$ cat src/sv/sbfr_pkg.sv
// Shared types and constants for the start byte frame receiver.
package sbfr_pkg;

   localparam logic [7:0] START_BYTE = 8'h61;

   typedef struct packed {
      logic bank;
      logic short_mode;
   } desc_type;

   typedef struct packed {
      logic [7:0] frame_byte;
      logic [3:0] byte_position;
      logic       frame_last;
   } rsp_item_type;

endpackage

$ cat src/sv/sbfr_queue.sv
// Two-entry queue of completed-frame descriptors between front and back.
module sbfr_queue (
   input  logic               clock,
   input  logic               reset,
   input  logic               push,
   input  sbfr_pkg::desc_type push_desc,
   output logic               full,
   output logic               head_valid,
   output sbfr_pkg::desc_type head_desc,
   input  logic               pop
);
   import sbfr_pkg::*;

   desc_type   entry_ff [2];
   logic       wr_ptr_ff, wr_ptr_in;
   logic       rd_ptr_ff, rd_ptr_in;
   logic [1:0] count_ff, count_in;

   assign full       = (count_ff == 2'd2);
   assign head_valid = (count_ff != 2'd0);
   assign head_desc  = entry_ff[rd_ptr_ff];

   always_comb begin
      wr_ptr_in = wr_ptr_ff;
      rd_ptr_in = rd_ptr_ff;
      count_in  = count_ff;
      if (push && !full) begin
         wr_ptr_in = ~wr_ptr_ff;
      end
      if (pop && head_valid) begin
         rd_ptr_in = ~rd_ptr_ff;
      end
      case ({push && !full, pop && head_valid})
         2'b10:   count_in = count_ff + 2'd1;
         2'b01:   count_in = count_ff - 2'd1;
         default: count_in = count_ff;
      endcase
   end

   always_ff @(posedge clock) begin
      if (reset) begin
         wr_ptr_ff <= 1'b0;
         rd_ptr_ff <= 1'b0;
         count_ff  <= 2'd0;
      end else begin
         wr_ptr_ff <= wr_ptr_in;
         rd_ptr_ff <= rd_ptr_in;
         count_ff  <= count_in;
      end
   end

   always_ff @(posedge clock) begin
      if (push && !full) begin
         entry_ff[wr_ptr_ff] <= push_desc;
      end
   end

endmodule

$ cat src/sv/sbfr_front.sv
// Front end: mode register, start byte detection and frame fill into the store.
module sbfr_front #(
   parameter int LONG_LEN  = 12,
   parameter int SHORT_LEN = 5
) (
   input  logic               clock,
   input  logic               reset,
   input  logic               csr_write_enable,
   input  logic               csr_write_data,
   input  logic               push,
   input  logic [7:0]         rx_byte,
   input  logic               q_full,
   output logic               q_push,
   output sbfr_pkg::desc_type q_desc,
   output logic               mem_we,
   output logic [$clog2((LONG_LEN > SHORT_LEN) ? LONG_LEN : SHORT_LEN):0] mem_addr,
   output logic [7:0]         mem_data
);
   import sbfr_pkg::*;

   localparam int STORE_DEPTH = (LONG_LEN > SHORT_LEN) ? LONG_LEN : SHORT_LEN;
   localparam int ADDR_W      = $clog2(STORE_DEPTH);
   localparam int CNT_W       = $clog2(STORE_DEPTH + 1);
   localparam logic [CNT_W-1:0] LEN_LONG  = CNT_W'(LONG_LEN);
   localparam logic [CNT_W-1:0] LEN_SHORT = CNT_W'(SHORT_LEN);

   logic             mode_ff, mode_in;
   logic             bank_ff, bank_in;
   logic [CNT_W-1:0] fill_ff, fill_in;
   logic [CNT_W-1:0] len;
   logic [CNT_W-1:0] eff;
   logic             accept;
   logic             is_start;
   logic [ADDR_W-1:0] wr_idx;

   always_comb begin
      mode_in  = mode_ff;
      bank_in  = bank_ff;
      fill_in  = fill_ff;
      q_push   = 1'b0;
      mem_we   = 1'b0;
      wr_idx   = '0;
      len      = mode_ff ? LEN_SHORT : LEN_LONG;
      eff      = (fill_ff >= len) ? '0 : fill_ff;
      accept   = push && !q_full;
      is_start = (rx_byte == START_BYTE);
      if (csr_write_enable) begin
         mode_in = csr_write_data;
         fill_in = '0;
      end else if (accept) begin
         fill_in = eff;
         if (eff == '0) begin
            if (is_start) begin
               mem_we  = 1'b1;
               fill_in = CNT_W'(1);
            end
         end else if (is_start && (!mode_ff || eff < len - CNT_W'(1))) begin
            mem_we  = 1'b1;
            fill_in = CNT_W'(1);
         end else begin
            mem_we  = 1'b1;
            wr_idx  = eff[ADDR_W-1:0];
            fill_in = eff + CNT_W'(1);
            if (eff + CNT_W'(1) == len) begin
               fill_in = '0;
               q_push  = 1'b1;
               bank_in = ~bank_ff;
            end
         end
      end
   end

   assign mem_addr          = {bank_ff, wr_idx};
   assign mem_data          = rx_byte;
   assign q_desc.bank       = bank_ff;
   assign q_desc.short_mode = mode_ff;

   always_ff @(posedge clock) begin
      if (reset) begin
         mode_ff <= 1'b0;
         bank_ff <= 1'b0;
         fill_ff <= '0;
      end else begin
         mode_ff <= mode_in;
         bank_ff <= bank_in;
         fill_ff <= fill_in;
      end
   end

endmodule

$ cat src/sv/sbfr_back.sv
// Back end: double-banked frame store, readout sequencer and result queue.
module sbfr_back #(
   parameter int LONG_LEN  = 12,
   parameter int SHORT_LEN = 5
) (
   input  logic                   clock,
   input  logic                   reset,
   input  logic                   mem_we,
   input  logic [$clog2((LONG_LEN > SHORT_LEN) ? LONG_LEN : SHORT_LEN):0] mem_addr,
   input  logic [7:0]             mem_data,
   input  logic                   head_valid,
   input  sbfr_pkg::desc_type     head_desc,
   output logic                   q_pop,
   output logic                   empty,
   input  logic                   pop,
   output sbfr_pkg::rsp_item_type rsp_item
);
   import sbfr_pkg::*;

   localparam int STORE_DEPTH = (LONG_LEN > SHORT_LEN) ? LONG_LEN : SHORT_LEN;
   localparam int ADDR_W      = $clog2(STORE_DEPTH);
   localparam logic [ADDR_W-1:0] LAST_LONG  = ADDR_W'(LONG_LEN - 1);
   localparam logic [ADDR_W-1:0] LAST_SHORT = ADDR_W'(SHORT_LEN - 1);

   logic [7:0] mem [0:(2 << ADDR_W) - 1];

   logic [ADDR_W-1:0]   rd_pos_ff, rd_pos_in;
   logic                inflight_ff;
   logic [7:0]          rd_data_ff;
   logic [3:0]          meta_pos_ff;
   logic                meta_last_ff;
   logic [ADDR_W-1:0]   last_pos;
   logic [ADDR_W+3:0]   pos_ext;
   logic                is_last;
   logic                issue;
   logic                out_pop;
   logic [2:0]          occ;

   rsp_item_type out_ff [2];
   logic         out_wr_ff, out_rd_ff;
   logic [1:0]   out_cnt_ff, out_cnt_in;

   always_comb begin
      last_pos  = head_desc.short_mode ? LAST_SHORT : LAST_LONG;
      is_last   = (rd_pos_ff == last_pos);
      pos_ext   = {4'b0000, rd_pos_ff};
      out_pop   = pop && !empty;
      occ       = {1'b0, out_cnt_ff} + {2'b00, inflight_ff} - {2'b00, out_pop};
      issue     = head_valid && (occ < 3'd2);
      q_pop     = issue && is_last;
      rd_pos_in = rd_pos_ff;
      if (issue) begin
         rd_pos_in = is_last ? '0 : rd_pos_ff + ADDR_W'(1);
      end
      case ({inflight_ff, out_pop})
         2'b10:   out_cnt_in = out_cnt_ff + 2'd1;
         2'b01:   out_cnt_in = out_cnt_ff - 2'd1;
         default: out_cnt_in = out_cnt_ff;
      endcase
   end

   assign empty    = (out_cnt_ff == 2'd0);
   assign rsp_item = out_ff[out_rd_ff];

   always_ff @(posedge clock) begin
      if (mem_we) begin
         mem[mem_addr] <= mem_data;
      end
      rd_data_ff   <= mem[{head_desc.bank, rd_pos_ff}];
      meta_pos_ff  <= pos_ext[3:0];
      meta_last_ff <= is_last;
      if (inflight_ff) begin
         out_ff[out_wr_ff] <= '{frame_byte: rd_data_ff, byte_position: meta_pos_ff,
                                frame_last: meta_last_ff};
      end
   end

   always_ff @(posedge clock) begin
      if (reset) begin
         rd_pos_ff   <= '0;
         inflight_ff <= 1'b0;
         out_wr_ff   <= 1'b0;
         out_rd_ff   <= 1'b0;
         out_cnt_ff  <= 2'd0;
      end else begin
         rd_pos_ff   <= rd_pos_in;
         inflight_ff <= issue;
         out_cnt_ff  <= out_cnt_in;
         if (inflight_ff) begin
            out_wr_ff <= ~out_wr_ff;
         end
         if (out_pop) begin
            out_rd_ff <= ~out_rd_ff;
         end
      end
   end

endmodule

$ cat src/sv/start_byte_frame_receiver.sv
// Top level of the start byte frame receiver.
// Input: one byte per cycle if not full; full only while both banks await readout.
// Readout: a frame passes the descriptor queue, store read register and result queue.
// Output: one result per frame byte, one per cycle while popped; one store read port.
// Reset: synchronous; clears mode, fill count and queues. Store content is left as is.
module start_byte_frame_receiver #(
   parameter int LONG_LEN  = 12,
   parameter int SHORT_LEN = 5
) (
   input  logic       clock,
   input  logic       reset,
   input  logic       push,
   output logic       full,
   input  logic [7:0] req_rx_byte,
   output logic       empty,
   input  logic       pop,
   output logic [7:0] rsp_frame_byte,
   output logic [3:0] rsp_byte_position,
   output logic       rsp_frame_last,
   input  logic       csr_write_enable,
   input  logic       csr_write_data
);
   import sbfr_pkg::*;

   localparam int STORE_DEPTH = (LONG_LEN > SHORT_LEN) ? LONG_LEN : SHORT_LEN;
   localparam int ADDR_W      = $clog2(STORE_DEPTH);

   logic            q_push;
   logic            q_full;
   logic            q_pop;
   logic            head_valid;
   desc_type        q_desc;
   desc_type        head_desc;
   logic            mem_we;
   logic [ADDR_W:0] mem_addr;
   logic [7:0]      mem_data;
   rsp_item_type    rsp_item;

   sbfr_front #(.LONG_LEN(LONG_LEN), .SHORT_LEN(SHORT_LEN)) u_front (
      .clock            (clock),
      .reset            (reset),
      .csr_write_enable (csr_write_enable),
      .csr_write_data   (csr_write_data),
      .push             (push),
      .rx_byte          (req_rx_byte),
      .q_full           (q_full),
      .q_push           (q_push),
      .q_desc           (q_desc),
      .mem_we           (mem_we),
      .mem_addr         (mem_addr),
      .mem_data         (mem_data)
   );

   sbfr_queue u_queue (
      .clock      (clock),
      .reset      (reset),
      .push       (q_push),
      .push_desc  (q_desc),
      .full       (q_full),
      .head_valid (head_valid),
      .head_desc  (head_desc),
      .pop        (q_pop)
   );

   sbfr_back #(.LONG_LEN(LONG_LEN), .SHORT_LEN(SHORT_LEN)) u_back (
      .clock      (clock),
      .reset      (reset),
      .mem_we     (mem_we),
      .mem_addr   (mem_addr),
      .mem_data   (mem_data),
      .head_valid (head_valid),
      .head_desc  (head_desc),
      .q_pop      (q_pop),
      .empty      (empty),
      .pop        (pop),
      .rsp_item   (rsp_item)
   );

   assign full              = q_full;
   assign rsp_frame_byte    = rsp_item.frame_byte;
   assign rsp_byte_position = rsp_item.byte_position;
   assign rsp_frame_last    = rsp_item.frame_last;

   a_no_queue_overflow: assert property (@(posedge clock) disable iff (reset)
      !(q_push && q_full))
      else $error("frame descriptor pushed into full queue");

   a_no_queue_underflow: assert property (@(posedge clock) disable iff (reset)
      !(q_pop && !head_valid))
      else $error("readout finished with no pending frame");

   a_cfg_clears_fill: assert property (@(posedge clock) disable iff (reset)
      csr_write_enable |=> !q_push)
      else $error("frame completed right after mode write");

endmodule

$ cat config.mk
export PLATFORM = sky130hd
export DESIGN_NAME = start_byte_frame_receiver
export DESIGN_NICKNAME = d
export VERILOG_FILES = /design/src/sv/sbfr_pkg.sv /design/src/sv/sbfr_queue.sv /design/src/sv/sbfr_front.sv /design/src/sv/sbfr_back.sv /design/src/sv/start_byte_frame_receiver.sv
export SDC_FILE = /design/constraint.sdc
export NUM_CORES = 1
export LEC_CHECK = 0
export BUFFER_PORTS_ARGS = -buffer_cell sky130_fd_sc_hd__buf_2
export CORE_ASPECT_RATIO = 1.5
export CORE_MARGIN = 2
export CORE_UTILIZATION = 43
export DETAILED_ROUTE_END_ITERATION = 16
export PLACE_DENSITY = 0.63
export SETUP_SLACK_MARGIN = 0.5
export SYNTH_ARGS = -nofsm -noshare
export SYNTH_HDL_FRONTEND = slang
export SYNTH_HIERARCHICAL = 1
export SYNTH_SLANG_ARGS = --single-unit
export TNS_END_PERCENT = 20
$ cat constraint.sdc
create_clock -name clock -period 11.3 [get_ports clock]
set_input_delay 0.565 -clock clock [delete_from_list [all_inputs] [get_ports clock]]
set_output_delay 0.565 -clock clock [all_outputs]
set_load 0.02 [all_outputs]
==> reports/qor.txt <==
Status: complete, no violations
Synth cell types: 69
Final layout net count: 779
Period utilization: 41.5%
Overall routing resource usage: 17.5%
Setup crit start kind: flop
Vias post-DR: 6,545
Post-route ant nets: 0
RSZ-0062 raised after global routing: false
Initial antenna violation count: 0
Clk sinks: 320
Setup TNS: 0 ns
Layout Utilization: 48.0%
First-pass GRT wire length: 41,000 µm
Crit path DAT: 4.88 ns
Synth-to-layout area growth: 10.2%
Mapped cell area: 12,900 µm²
Most common flop cell mapped by yosys: edfxtp_1
CTS H-tree depth: 1
Ratio of cells with drive above 1 in the final layout: 18.3%
I/O Buffers: 28
Most common cell after layout, fill and taps aside: edfxtp_1
Post-DP HPWL: 17,800 µm
Final Hold Fails: 0
Row count: 77
Final setup viols: 0
Fill count: 2,432
Die Area: 31,300 µm²
Pwr per Cell Area: 160 nW/µm²
CTS Hold Bufs: 0
Max Fclk: 213 MHz
Clock Root Buffer: clkbuf_16
Register bit total from synthesis: 320
Starting density of the core: 43.6%
Mean post-synth cell area: 17.6 µm²
Maxcap violations: 0
# diodes: 0
Req. time, crit path: 11.49 ns
Post-synthesis sequential area ratio: 72.1%
Final min period: 4.69 ns
CTS tree: yes
Worst Hold Class: in2reg
Die Ht: 216 µm
Pre-antenna DRT Iters: 8
Maximum fanout along the worst path: 11
Reg clk slew, reported paths: 0.07 ns
Worst-Skew Late Latency: 0.56 ns
Share of flip-flops with an asynchronous set or reset: 0%
Grt ovf: 0
Synth Instances: 731
Post-CTS setup buffers: 0
Wire per inst: 23.3 µm
Worst Skew: 0.0119 ns
CTS Buffer Depth: 3
Commonest non-fill, non-tap cells in the layout: 286 x edfxtp_1, 61 x nor2_1, 59 x mux2i_1
Yosys warnings: 6
GPL Wtd Cong: 0.882
Leak: 4.38 nW
Power Total: 2.27 mW
Total Wirelength: 27,300 µm
Number of I/O pins: 29
CTS resizes: 0
Largest net degree at the start of global routing: 70
Vias in the first global route: 6,792
Chip Width: 145 µm
DRC violations left: 0
Max-slew headroom: 24.9%
Fin. max-slew vios: 0
Kind of end point of the critical path: flop
Drt via density: 5.59
WS Path Type: reg2reg
Syn nets: 758
Number of flops mapped to enable cells by yosys: 286
Core Area: 29,500 µm²
Worst-margin pin slew: 1.12 ns
Worst vdd ir: 88.0 µV
DRT iter0 DRCs: 533
CTS buffer count: 29
cells by family (layout without fill, tap and decap cells):
family	after synthesis	after routing	synth area share [%]
XOR/XNOR	14	14	1.01
AND/OR/NAND/NOR	129	129	5.32
multiplexers	111	111	12.4
buffers and inverters	55	99	2.72
AO/OA/AOI/OAI	89	89	5.13
flip-flops	320	320	72.1
adder cells (fa/ha/maj)	13	13	1.32
path summary, 6_finish.rpt:
check | startpoint | slack (ns) | endpoint | depth (start not counted)
setup / recovery | u_front/mode_ff | 6.61 | u_back/mem[11][6] | 12
hold / removal | csr_write_data | 0.27 | u_front/mode_ff | 3
setup reg to reg | u_front/mode_ff | 6.61 | u_back/mem[11][6] | 12
hold reg to reg | u_back/rd_data_ff[5] | 0.43 | u_back/out_ff[0][10] | 0
cells in the mapped netlist (6+ instances only):
cell      number  share of area [%]
a211oi_1      11               0.64
a21oi_1       14               0.55
a22oi_1        8               0.47
buf_2          8               0.31
buf_4         15               0.88
dfxtp_1       34                5.3
edfxtp_1     286                 67
ha_1          12                1.2
inv_1         12               0.35
mux2_2        15                1.3
mux2i_1       59                4.6
mux4_2        33                5.8
nand2_1        9               0.26
nand3_1        7               0.27
nor2_1        61                1.8
nor3_1         6               0.23
o21ai_0       12               0.47
o221ai_1       8               0.55
o22ai_1       16               0.78
xnor2_1        9               0.61
sequential cells by signal (all words and copies together) (netlist names), named ones only:
| register | flops |
|---|---|
| u_back/meta_pos_ff | 4 |
| u_queue/count_ff | 2 |
| u_back/meta_last_ff | 1 |
| u_queue/wr_ptr_ff | 1 |
| u_back/rd_data_ff | 8 |
| u_back/out_cnt_ff | 2 |
| u_back/inflight_ff | 1 |
| u_front/bank_ff | 1 |
| u_back/out_rd_ff | 1 |
| u_back/out_ff | 26 |
| u_back/mem | 256 |
| u_back/out_wr_ff | 1 |
| u_front/fill_ff | 4 |
| u_queue/entry_ff | 4 |
| u_back/rd_pos_ff | 4 |
| u_queue/rd_ptr_ff | 1 |
| u_front/mode_ff | 1 |
layout make-up:
class | count | area, µm² | share of cell area, %
inverters | 13 | 48.8 | 0.345
flip-flops and latches | 320 | 9270 | 65.5
repair buffers | 32 | 170 | 1.20
well taps | 395 | 494 | 3.49
clock inverters | 9 | 101 | 0.716
multi-input cells | 356 | 3240 | 22.9
clock buffers | 45 | 836 | 5.90
per-layer routing:
layer	up-vias	share of wire, %	track usage (%)
li1	2922	-	-
met1	3345	36	19.2
met5	-	0	0
met3	57	4.8	2.43
met4	0	3.3	7.48
met2	221	56	33.4
worst max-delay path: stages, from the launching register on:
cell and delay [ns]:
dfxtp_1 0.57, ha_1 0.31, or3b_4 0.41, a31oi_4 0.30, nand2_1 0.18, ha_1 0.22, nor2b_1 0.09, o21ai_0 0.07
a21oi_1 0.31, o211ai_4 0.15, nor2_1 0.58, or3b_2 0.55, nor2_1 0.57
through the flow:
step,area (µm²),hold slack [ns],setup slack (ns),instances
after CTS,14200,0.259,6.64,1170
after global placement,13200,0.406,6.80,1116
after floorplan,12900,0.352,7.37,731
after global routing,14200,0.294,6.38,1170
after detailed placement,13200,0.412,6.64,1116
final,14200,0.272,6.61,1170
where the power goes:
part / leakage [nW] / internal [mW] / switching (mW)
sequential: 2.85 / 1.28 / 0.000712
clock: 0.460 / 0.553 / 0.402
combinational: 1.07 / 0.00379 / 0.0228
total: 4.38 / 1.84 / 0.425
Note: power is estimated with default switching activity, not from simulation.
